[src/fpsa_pkg.sv]
package fpsa_pkg;

  localparam int SEG_N      = 64;
  localparam int IDX_W      = $clog2(SEG_N);
  localparam int CNT_W      = IDX_W + 1;
  localparam int ADDR_W     = 16;
  localparam int OWN_W      = 8;
  localparam int SIZE_RESET = 1024;

  localparam logic       OP_ALLOC   = 1'b0;
  localparam logic       OP_RELEASE = 1'b1;
  localparam logic [1:0] POL_FIRST  = 2'd0;
  localparam logic [1:0] POL_BEST   = 2'd1;
  localparam logic [1:0] POL_WORST  = 2'd2;

  typedef enum logic [2:0] {
    ST_OK            = 3'd0,
    ST_BAD_SIZE      = 3'd1,
    ST_OWNER_EXISTS  = 3'd2,
    ST_NO_FIT        = 3'd3,
    ST_OWNER_UNKNOWN = 3'd4,
    ST_TABLE_FULL    = 3'd5
  } status_t;

  typedef struct packed {
    logic [ADDR_W-1:0] start;
    logic [ADDR_W-1:0] len;
    logic              free;
    logic [OWN_W-1:0]  owner;
  } seg_t;

  typedef struct packed {
    logic load;
    logic scan_start;
    logic scan_run;
    logic stats_start;
    logic decide;
    logic move_run;
    logic patch1;
    logic patch2;
    logic fin;
  } cmd_t;

  typedef struct packed {
    logic bad_size;
    logic scan_busy;
    logic move_busy;
    logic out_free;
  } sts_t;

endpackage

[src/fpsa_ctrl.sv]
module fpsa_ctrl import fpsa_pkg::*; (
  input  logic clk,
  input  logic rst,
  input  logic in_valid,
  output logic in_ready,
  input  sts_t sts,
  output cmd_t cmd
);

  typedef enum logic [9:0] {
    S_IDLE     = 10'b0000000001,
    S_CHECK    = 10'b0000000010,
    S_SCAN     = 10'b0000000100,
    S_DECIDE   = 10'b0000001000,
    S_MOVE     = 10'b0000010000,
    S_PATCH1   = 10'b0000100000,
    S_PATCH2   = 10'b0001000000,
    S_STATS_GO = 10'b0010000000,
    S_STATS    = 10'b0100000000,
    S_FIN      = 10'b1000000000
  } state_t;

  state_t state, state_next;

  always_ff @(posedge clk) begin
    if (rst) begin
      state <= S_IDLE;
    end else begin
      state <= state_next;
    end
  end

  assign in_ready = (state == S_IDLE);

  always_comb begin
    cmd        = '0;
    state_next = state;
    case (state)
      S_IDLE: begin
        if (in_valid) begin
          cmd.load   = 1'b1;
          state_next = S_CHECK;
        end
      end
      S_CHECK: begin
        if (sts.bad_size) begin
          state_next = S_STATS_GO;
        end else begin
          cmd.scan_start = 1'b1;
          state_next     = S_SCAN;
        end
      end
      S_SCAN: begin
        cmd.scan_run = 1'b1;
        if (!sts.scan_busy) state_next = S_DECIDE;
      end
      S_DECIDE: begin
        cmd.decide = 1'b1;
        state_next = S_MOVE;
      end
      S_MOVE: begin
        cmd.move_run = 1'b1;
        if (!sts.move_busy) state_next = S_PATCH1;
      end
      S_PATCH1: begin
        cmd.patch1 = 1'b1;
        state_next = S_PATCH2;
      end
      S_PATCH2: begin
        cmd.patch2 = 1'b1;
        state_next = S_STATS_GO;
      end
      S_STATS_GO: begin
        cmd.stats_start = 1'b1;
        state_next      = S_STATS;
      end
      S_STATS: begin
        cmd.scan_run = 1'b1;
        if (!sts.scan_busy) state_next = S_FIN;
      end
      S_FIN: begin
        if (sts.out_free) begin
          cmd.fin    = 1'b1;
          state_next = S_IDLE;
        end
      end
      default: state_next = S_IDLE;
    endcase
  end

endmodule

[src/fpsa_dp.sv]
module fpsa_dp import fpsa_pkg::*; (
  input  logic              clk,
  input  logic              rst,
  input  cmd_t              cmd,
  output sts_t              sts,
  input  logic              cfg_we,
  input  logic [ADDR_W-1:0] cfg_wdata,
  output logic [ADDR_W-1:0] total_size,
  input  logic              operation,
  input  logic [OWN_W-1:0]  process_id,
  input  logic [ADDR_W-1:0] request_size,
  input  logic [1:0]        fit_policy,
  output logic              out_valid,
  input  logic              out_ready,
  output logic              success,
  output logic [2:0]        status,
  output logic [ADDR_W-1:0] block_start,
  output logic [ADDR_W-1:0] block_size,
  output logic [CNT_W-1:0]  free_count,
  output logic [ADDR_W-1:0] free_total,
  output logic [ADDR_W-1:0] free_largest,
  output logic [ADDR_W-1:0] free_smallest
);

  seg_t              mem [SEG_N];
  seg_t              rd_raw;
  logic              rd_fresh;
  logic              valid0;
  logic              mem_we;
  logic [IDX_W-1:0]  mem_waddr;
  logic [IDX_W-1:0]  mem_raddr;
  seg_t              mem_wdata;
  seg_t              ent;

  logic [CNT_W-1:0]  count;
  logic              op_q;
  logic [OWN_W-1:0]  pid_q;
  logic [ADDR_W-1:0] req_q;
  logic [1:0]        pol_q;
  status_t           status_q;
  logic [ADDR_W-1:0] bstart_q;
  logic [ADDR_W-1:0] bsize_q;

  logic [CNT_W-1:0]  ptr;
  logic              rd_v;
  logic [IDX_W-1:0]  rd_idx;
  logic              stats_mode;

  logic              found;
  logic [IDX_W-1:0]  own_idx;
  logic [ADDR_W-1:0] own_start;
  logic [ADDR_W-1:0] own_len;
  logic              prev_free;
  logic [ADDR_W-1:0] prev_start;
  logic [ADDR_W-1:0] prev_len;
  logic              next_free;
  logic [ADDR_W-1:0] next_len;
  logic              cap_next;
  logic              prv_free;
  logic [ADDR_W-1:0] prv_start;
  logic [ADDR_W-1:0] prv_len;
  logic              pick_v;
  logic [IDX_W-1:0]  pick_idx;
  logic [ADDR_W-1:0] pick_start;
  logic [ADDR_W-1:0] pick_len;

  logic [CNT_W-1:0]  fcnt;
  logic [ADDR_W-1:0] ftot;
  logic [ADDR_W-1:0] flarge;
  logic [ADDR_W-1:0] fsmall;

  logic [CNT_W-1:0]  mv_src;
  logic [CNT_W-1:0]  mv_cnt;
  logic              mv_up;
  logic              mv_two;
  logic              mv_ph;
  logic              mv_wr;
  logic [CNT_W-1:0]  mv_dst;

  logic              p1_we;
  logic [IDX_W-1:0]  p1_addr;
  seg_t              p1_data;
  logic              p2_we;
  logic [IDX_W-1:0]  p2_addr;
  seg_t              p2_data;

  logic [CNT_W-1:0]  own_c;
  logic [CNT_W-1:0]  pick_c;
  logic              split;
  logic              fits;
  logic              better;

  // table storage
  always_ff @(posedge clk) begin
    if (mem_we) mem[mem_waddr] <= mem_wdata;
    rd_raw   <= mem[mem_raddr];
    rd_fresh <= (mem_raddr == '0) && !valid0;
  end

  always_ff @(posedge clk) begin
    if (rst) begin
      valid0 <= 1'b0;
    end else if (mem_we && mem_waddr == '0) begin
      valid0 <= 1'b1;
    end
  end

  always_comb begin
    if (rd_fresh) begin
      ent.start = '0;
      ent.len   = ADDR_W'(SIZE_RESET);
      ent.free  = 1'b1;
      ent.owner = '0;
    end else begin
      ent = rd_raw;
    end
  end

  assign mem_raddr = cmd.move_run ? mv_src[IDX_W-1:0] : ptr[IDX_W-1:0];
  assign mv_wr     = cmd.move_run && mv_ph && (mv_cnt != '0);
  assign mv_dst    = mv_up ? (mv_src - (mv_two ? CNT_W'(2) : CNT_W'(1))) : (mv_src + CNT_W'(1));

  always_comb begin
    mem_we    = 1'b0;
    mem_waddr = '0;
    mem_wdata = '0;
    if (cfg_we) begin
      mem_we         = 1'b1;
      mem_wdata.len  = cfg_wdata;
      mem_wdata.free = 1'b1;
    end else if (mv_wr) begin
      mem_we    = 1'b1;
      mem_waddr = mv_dst[IDX_W-1:0];
      mem_wdata = ent;
    end else if (cmd.patch1 && p1_we) begin
      mem_we    = 1'b1;
      mem_waddr = p1_addr;
      mem_wdata = p1_data;
    end else if (cmd.patch2 && p2_we) begin
      mem_we    = 1'b1;
      mem_waddr = p2_addr;
      mem_wdata = p2_data;
    end
  end

  assign own_c  = {1'b0, own_idx};
  assign pick_c = {1'b0, pick_idx};
  assign split  = pick_len > req_q;
  assign fits   = ent.free && (ent.len >= req_q)
                  && (pol_q == POL_FIRST || pol_q == POL_BEST || pol_q == POL_WORST);
  assign better = !pick_v || (pol_q == POL_BEST && ent.len < pick_len)
                  || (pol_q == POL_WORST && ent.len > pick_len);

  // request capture, decision and table bookkeeping
  always_ff @(posedge clk) begin
    if (rst) begin
      total_size <= ADDR_W'(SIZE_RESET);
      count      <= CNT_W'(1);
      mv_cnt     <= '0;
      mv_ph      <= 1'b0;
      p1_we      <= 1'b0;
      p2_we      <= 1'b0;
    end else begin
      if (cfg_we) begin
        total_size <= cfg_wdata;
        count      <= (cfg_wdata != '0) ? CNT_W'(1) : '0;
      end
      if (cmd.load) begin
        op_q     <= operation;
        pid_q    <= process_id;
        req_q    <= request_size;
        pol_q    <= fit_policy;
        bstart_q <= '0;
        bsize_q  <= '0;
        mv_cnt   <= '0;
        mv_ph    <= 1'b0;
        p1_we    <= 1'b0;
        p2_we    <= 1'b0;
        status_q <= (operation == OP_ALLOC && (request_size == '0 || request_size > total_size))
                    ? ST_BAD_SIZE : ST_OK;
      end
      if (cmd.decide && status_q == ST_OK) begin
        if (op_q == OP_ALLOC) begin
          if (found) begin
            status_q <= ST_OWNER_EXISTS;
          end else if (!pick_v) begin
            status_q <= ST_NO_FIT;
          end else if (split && count >= CNT_W'(SEG_N)) begin
            status_q <= ST_TABLE_FULL;
          end else begin
            bstart_q      <= pick_start;
            bsize_q       <= req_q;
            p2_we         <= 1'b1;
            p2_addr       <= pick_idx;
            p2_data.start <= pick_start;
            p2_data.len   <= req_q;
            p2_data.free  <= 1'b0;
            p2_data.owner <= pid_q;
            if (split) begin
              mv_cnt        <= count - (pick_c + CNT_W'(1));
              mv_src        <= count - CNT_W'(1);
              mv_up         <= 1'b0;
              mv_two        <= 1'b0;
              count         <= count + CNT_W'(1);
              p1_we         <= 1'b1;
              p1_addr       <= pick_idx + IDX_W'(1);
              p1_data.start <= pick_start + req_q;
              p1_data.len   <= pick_len - req_q;
              p1_data.free  <= 1'b1;
              p1_data.owner <= '0;
            end
          end
        end else if (!found) begin
          status_q <= ST_OWNER_UNKNOWN;
        end else begin
          bstart_q      <= own_start;
          bsize_q       <= own_len;
          p1_we         <= 1'b1;
          p1_data.free  <= 1'b1;
          p1_data.owner <= '0;
          mv_up         <= 1'b1;
          if (prev_free && next_free) begin
            p1_addr       <= own_idx - IDX_W'(1);
            p1_data.start <= prev_start;
            p1_data.len   <= prev_len + own_len + next_len;
            mv_src        <= own_c + CNT_W'(2);
            mv_cnt        <= count - (own_c + CNT_W'(2));
            mv_two        <= 1'b1;
            count         <= count - CNT_W'(2);
          end else if (prev_free) begin
            p1_addr       <= own_idx - IDX_W'(1);
            p1_data.start <= prev_start;
            p1_data.len   <= prev_len + own_len;
            mv_src        <= own_c + CNT_W'(1);
            mv_cnt        <= count - (own_c + CNT_W'(1));
            mv_two        <= 1'b0;
            count         <= count - CNT_W'(1);
          end else if (next_free) begin
            p1_addr       <= own_idx;
            p1_data.start <= own_start;
            p1_data.len   <= own_len + next_len;
            mv_src        <= own_c + CNT_W'(2);
            mv_cnt        <= count - (own_c + CNT_W'(2));
            mv_two        <= 1'b0;
            count         <= count - CNT_W'(1);
          end else begin
            p1_addr       <= own_idx;
            p1_data.start <= own_start;
            p1_data.len   <= own_len;
          end
        end
      end
      if (cmd.move_run && mv_cnt != '0) begin
        mv_ph <= !mv_ph;
        if (mv_ph) begin
          mv_cnt <= mv_cnt - CNT_W'(1);
          mv_src <= mv_up ? (mv_src + CNT_W'(1)) : (mv_src - CNT_W'(1));
        end
      end
    end
  end

  // table walk: search pass and statistics pass
  always_ff @(posedge clk) begin
    if (rst) begin
      ptr  <= '0;
      rd_v <= 1'b0;
    end else if (cmd.scan_start || cmd.stats_start) begin
      ptr  <= '0;
      rd_v <= 1'b0;
    end else if (cmd.scan_run && ptr < count) begin
      ptr    <= ptr + CNT_W'(1);
      rd_v   <= 1'b1;
      rd_idx <= ptr[IDX_W-1:0];
    end else begin
      rd_v <= 1'b0;
    end
  end

  always_ff @(posedge clk) begin
    if (cmd.scan_start || cmd.stats_start) begin
      stats_mode <= cmd.stats_start;
      found      <= 1'b0;
      cap_next   <= 1'b0;
      prev_free  <= 1'b0;
      next_free  <= 1'b0;
      prv_free   <= 1'b0;
      pick_v     <= 1'b0;
      fcnt       <= '0;
      ftot       <= '0;
      flarge     <= '0;
      fsmall     <= '0;
    end else if (rd_v && !stats_mode) begin
      prv_free  <= ent.free;
      prv_start <= ent.start;
      prv_len   <= ent.len;
      if (cap_next) begin
        cap_next  <= 1'b0;
        next_free <= ent.free;
        next_len  <= ent.len;
      end
      if (!found && !ent.free && ent.owner == pid_q) begin
        found      <= 1'b1;
        cap_next   <= 1'b1;
        own_idx    <= rd_idx;
        own_start  <= ent.start;
        own_len    <= ent.len;
        prev_free  <= (rd_idx != '0) && prv_free;
        prev_start <= prv_start;
        prev_len   <= prv_len;
      end
      if (fits && better) begin
        pick_v     <= 1'b1;
        pick_idx   <= rd_idx;
        pick_start <= ent.start;
        pick_len   <= ent.len;
      end
    end else if (rd_v && stats_mode && ent.free) begin
      fcnt <= fcnt + CNT_W'(1);
      ftot <= ftot + ent.len;
      if (ent.len > flarge) flarge <= ent.len;
      if (fsmall == '0 || ent.len < fsmall) fsmall <= ent.len;
    end
  end

  // result register
  always_ff @(posedge clk) begin
    if (rst) begin
      out_valid <= 1'b0;
    end else if (cmd.fin) begin
      out_valid <= 1'b1;
    end else if (out_ready) begin
      out_valid <= 1'b0;
    end
  end

  always_ff @(posedge clk) begin
    if (cmd.fin) begin
      success       <= (status_q == ST_OK);
      status        <= status_q;
      block_start   <= bstart_q;
      block_size    <= bsize_q;
      free_count    <= fcnt;
      free_total    <= ftot;
      free_largest  <= flarge;
      free_smallest <= fsmall;
    end
  end

  assign sts.bad_size  = (status_q == ST_BAD_SIZE);
  assign sts.scan_busy = (ptr < count) || rd_v;
  assign sts.move_busy = (mv_cnt != '0);
  assign sts.out_free  = !out_valid || out_ready;

endmodule

[src/fit_policy_segment_allocator_top.sv]
// channel  direction  handshake            payload
// in       input      in_valid / in_ready  operation, process_id, request_size, fit_policy
// out      output     out_valid/out_ready  success, status, block_start .. free_smallest
// cfg      input      psel/penable/pready  paddr, pwrite, pwdata, prdata
//
// One item at a time; the work per item grows with the segment count and with the
// entries shifted on a split or merge, as the segment table has one read port and is
// walked once for the search and once for the statistics.
// Reset leaves one free segment [0, 1024); no clearing pass.
// in_ready holds low while an item is in work; a stalled result holds in the
// output register and the next item is taken meanwhile.
module fit_policy_segment_allocator_top import fpsa_pkg::*; (
  input  logic        clk,
  input  logic        rst,
  input  logic        in_valid,
  output logic        in_ready,
  input  logic        operation,
  input  logic [7:0]  process_id,
  input  logic [15:0] request_size,
  input  logic [1:0]  fit_policy,
  output logic        out_valid,
  input  logic        out_ready,
  output logic        success,
  output logic [2:0]  status,
  output logic [15:0] block_start,
  output logic [15:0] block_size,
  output logic [6:0]  free_count,
  output logic [15:0] free_total,
  output logic [15:0] free_largest,
  output logic [15:0] free_smallest,
  input  logic        psel,
  input  logic        penable,
  input  logic        pwrite,
  input  logic [2:0]  paddr,
  input  logic [31:0] pwdata,
  output logic [31:0] prdata,
  output logic        pready
);

  cmd_t              cmd;
  sts_t              sts;
  logic              cfg_we;
  logic [ADDR_W-1:0] total_size;

  assign pready = 1'b1;
  assign cfg_we = psel && penable && pwrite && pready && (paddr[2] == 1'b0);
  assign prdata = (paddr[2] == 1'b0) ? {16'b0, total_size} : 32'b0;

  fpsa_ctrl u_ctrl (
    .clk      (clk),
    .rst      (rst),
    .in_valid (in_valid),
    .in_ready (in_ready),
    .sts      (sts),
    .cmd      (cmd)
  );

  fpsa_dp u_dp (
    .clk           (clk),
    .rst           (rst),
    .cmd           (cmd),
    .sts           (sts),
    .cfg_we        (cfg_we),
    .cfg_wdata     (pwdata[15:0]),
    .total_size    (total_size),
    .operation     (operation),
    .process_id    (process_id),
    .request_size  (request_size),
    .fit_policy    (fit_policy),
    .out_valid     (out_valid),
    .out_ready     (out_ready),
    .success       (success),
    .status        (status),
    .block_start   (block_start),
    .block_size    (block_size),
    .free_count    (free_count),
    .free_total    (free_total),
    .free_largest  (free_largest),
    .free_smallest (free_smallest)
  );

endmodule

[config.mk]
export PLATFORM = sky130hd
export DESIGN_NAME = fit_policy_segment_allocator_top
export DESIGN_NICKNAME = d
export VERILOG_FILES = /design/src/fpsa_pkg.sv /design/src/fpsa_ctrl.sv /design/src/fpsa_dp.sv /design/src/fit_policy_segment_allocator_top.sv
export SDC_FILE = /design/constraint.sdc
export NUM_CORES = 2
export LEC_CHECK = 0
export BUFFER_PORTS_ARGS = -buffer_cell sky130_fd_sc_hd__buf_4
export CAP_MARGIN = 25
export CORE_UTILIZATION = 35
export DETAILED_ROUTE_END_ITERATION = 8
export MAX_ROUTING_LAYER = met4
export PLACE_DENSITY = 0.47
export SETUP_SLACK_MARGIN = 0.4
export SKIP_CTS_REPAIR_TIMING = 1
export SYNTH_ARGS = -nofsm -noshare
export SYNTH_HDL_FRONTEND = slang
export SYNTH_HIERARCHICAL = 1
export SYNTH_SLANG_ARGS = --single-unit
[constraint.sdc]
create_clock -name clk -period 11.9 [get_ports clk]
set_input_delay 1.785 -clock clk [delete_from_list [all_inputs] [get_ports clk]]
set_output_delay 1.785 -clock clk [all_outputs]
set_load 0.01 [all_outputs]
==> results by group <==
Outcome
  • Status: complete, but fails checks
  • Failing checks: design-rule violations

STA
  • Final Setup Violations: 0
  • Final worst slack: 5640 ps
  • Fin Setup TNS: 0 ps
  • Final period util: 52.6%
  • Slew Viols, Final: 0
  • Clock skew: 71.1 ps
  • Fin crit period: 6260 ps
  • RSZ-0062 raised after global routing: no
  • Hold Violations, Final: 0
  • Fmax achieved: 160 MHz
  • Slew @ Worst Pin: 1160 ps
  • Max_slew headroom: 22.5%

Logic synthesis
  • Synth top area cells: edfxtp_1, mux4_2, dfxtp_1
  • Total number of yosys warnings: 6
  • Ys async rst share: 0%
  • Top-area cell type share of the netlist area: 69.5%
  • Cell Area, Synth: 131,000 um2
  • Top FF cell, synth: edfxtp_1
  • Post-synthesis cell type count: 98
  • Number of synthesized flops with an enable pin: 3,032
  • Post-synth top area cell: edfxtp_1
  • Seq cells post-synth: 3,188
  • Mapped Avg Cell Area: 17.8 um2
  • Post-Synthesis Cells: 7,364
  • Seq/Total Area, Yosys: 71.9%

Routing
  • Vias post-DR: 70,400
  • Starting DRT DRC Count: 6,175
  • Final wirelength: 370,000 um
  • Final ANT Viol Nets: 0
  • DR vias/cell: 5.42
  • DRC viols: 128
  • Routed WL per cell: 28.5 um
  • Pre-antenna DRT Iters: 7

Cells and area
  • Post-layout util: 40.6%
  • Share of layout cells above drive strength 1: 22.0%
  • Commonest non-fill, non-tap cell in the layout: edfxtp_1
  • Fill cells: 33,700
  • Area Growth Syn to Fin: 15.3%
  • Area of the multi-input gates: 35,300 um2
  • Reg area: 94,200 um2
  • Nets: 8,003
  • Final Non-Filler Cells: 13,000
  • Most frequent cells in the layout: edfxtp_1, mux4_2, nand2_1

Die
  • # rows: 224
  • Initial Util: 35.2%
  • Placeable Area: 372,000 um2
  • Number of primary I/O pins: 195
  • Die W: 614 um
  • DIE AREA: 377,000 um2
  • Die height: 614 um

Global route
  • Vias in the first global route: 71,500
  • Global-route wire length before repair: 529,000 um
  • Total grt overflow: 0
  • Initial antenna violation count: 15
  • Largest net degree at the start of global routing: 99
  • GRT Overall Usage: 20.0%

Clock tree
  • Total clock sinks: 3,188
  • H-tree levels: 5
  • Num CTS Buffers: 352
  • CTS tree: yes
  • Skew-Pair Late Insertion Delay: 960 ps
  • CTS clock-pin slew for the worst setup and hold paths: 60 ps
  • Max Buffers Root-to-Sink: 4
  • Clock root buffer master: clkbuf_16

Power
  • Logic pwr share: 2.2%
  • Sw Pwr: 4.88 mW
  • VDD IR max: 0.000115 V
  • Internal Dissipation: 18.7 mW
  • Clock power share: 45.8%
  • Net Sw Frac: 20.7%
  • Sequential power share: 52.0%
  • Power density cells: 156 nW/um2
  • Leak: 49.8 nW

Worst setup path
  • Buf/Inv on CP: 2
  • Worst r2r src: u_ctrl/state[4]
  • Crit start category: flop
  • CP Class: reg -> reg
  • R2R setup slack: 5640 ps
  • Crit-path max cell delay: 960 ps
  • CP Launch Point: u_ctrl/state[4]
  • CP arrival: 6800 ps
  • Delay-heaviest family, CP: simple AND/OR/NAND/NOR gates
  • Worst EP required: 12,440 ps
  • Worst-path fanout max: 34
  • CP max stage cell: nor2_4
  • Number of cells on the worst reg-to-reg path: 9
  • Critical Path End Type: flop
  • Worst Setup EP: u_dp/mem[63][21]
  • CP Depth: 9
  • Worst-path cell chain: nor4b_1, nand3_1, inv_1, and3_4, a221oi_1, a211oi_2, nand2_1, nor2_4, buf_4
  • R2R Path End: u_dp/mem[63][21]

Min path
  • Hold Path Class: reg -> reg
  • HP Start: u_dp/bsize_q[14]

Placed design
  • RD Place Congestion: 0.845
  • DP HPWL: 212,000 um
  • Buffers on Ports: 159
  • Place WS: 5330 ps
  • Post-Place Cells: 12,300

Run
  • Max cap viols: 0
worst min path at each step:
stage / endpoint / cells after the start
2_1_floorplan: u_dp/prev_len[0] / 0
3_3_place_gp: u_dp/prev_start[15] / 0
3_5_place_dp: u_dp/prev_start[13] / 0
4_1_cts: u_dp/block_size[14] / 0
5_1_grt: u_dp/prev_start[8] / 0
6_report: u_dp/block_size[14] / 0
layer usage:
| metal | track usage (%) | share of wire, % | up-vias |
|---|---|---|---|
| li1 | - | - | 30300 |
| met1 | 27.8 | 46 | 37900 |
| met2 | 31.9 | 48 | 1734 |
| met3 | 2.44 | 4.6 | 437 |
| met4 | 4.05 | 2.0 | 0 |
| met5 | - | 0 | - |
state kept, by name (all words and copies together), names as in the netlist, 32 cells and up:
register and count:
u_dp/mem 2624, u_dp/rd_raw 41, u_dp/p1_data 32, u_dp/p2_data 40
synthesized netlist by cell type (15+ instances only):
master and instances:
nand3_1 53, a21oi_1 273, clkbuf_1 235, o21a_1 25
buf_2 131, a221o_1 18, o211ai_1 28, a21o_1 64
nand4_1 24, ha_1 214, a311oi_1 87, a31oi_1 104
edfxtp_1 3032, a211oi_1 223, mux2_2 15, and2_1 168
buf_4 25, nand2_1 483, or3_1 21, nand3b_1 15
nor4_1 22, nor2_1 230, nor3_1 53, dfxtp_1 156
mux4_2 668, a22o_1 18, xor2_1 48, nand2b_1 41
buf_1 28, o21bai_1 17, and3_1 16, inv_1 166
a221oi_1 27, mux2i_1 80, xnor2_1 81, nor2b_1 125
o21ai_0 152
worst register-to-register path, stage by stage, from the launching register on:
cell and delay [ps]:
dfxtp_1 450, nor4b_1 440, nand3_1 160, inv_1 640
and3_4 730, a221oi_1 230, a211oi_2 880, nand2_1 730
nor2_4 960, buf_4 640
power groups by stage:
stage	logic [mW]	registers [mW]	clock network [mW]
5_1_grt	0.569	12.3	11.5
4_1_cts	0.522	12.3	11.1
2_1_floorplan	0.359	12.4	0
6_report	0.518	12.3	10.8
3_3_place_gp	0.516	12.5	0
3_5_place_dp	0.519	12.5	0
logic make-up after synthesis:
logic type	synth area share [%]
AOI/OAI and AO/OA	5.83
adders and majority gates	2.20
and+or+nand+nor	5.04
muxes	12.2
xor gates and xnor gates	0.863
DFF	71.9
other	0.00573
buffers and inverters	1.93
layout make-up:
type | count | share of cell area, %
clock inverters | 199 | 1.26
flip-flops and latches | 3188 | 62.4
multi-input cells | 3598 | 23.4
diodes | 3 | 0.00497
inverters | 169 | 0.420
clock buffers | 445 | 6.28
well taps | 4972 | 4.12
repair buffers | 401 | 2.15
stage by stage:
step	hold slack (ps)	instance area, um2	total power [mW]
2_1_floorplan	400	131000	12.8
4_1_cts	409	151000	23.8
6_report	413	151000	23.6
3_3_place_gp	401	139000	13.0
3_5_place_dp	405	139000	13.0
5_1_grt	418	151000	24.3
Note: power is estimated with default switching activity, not from simulation.
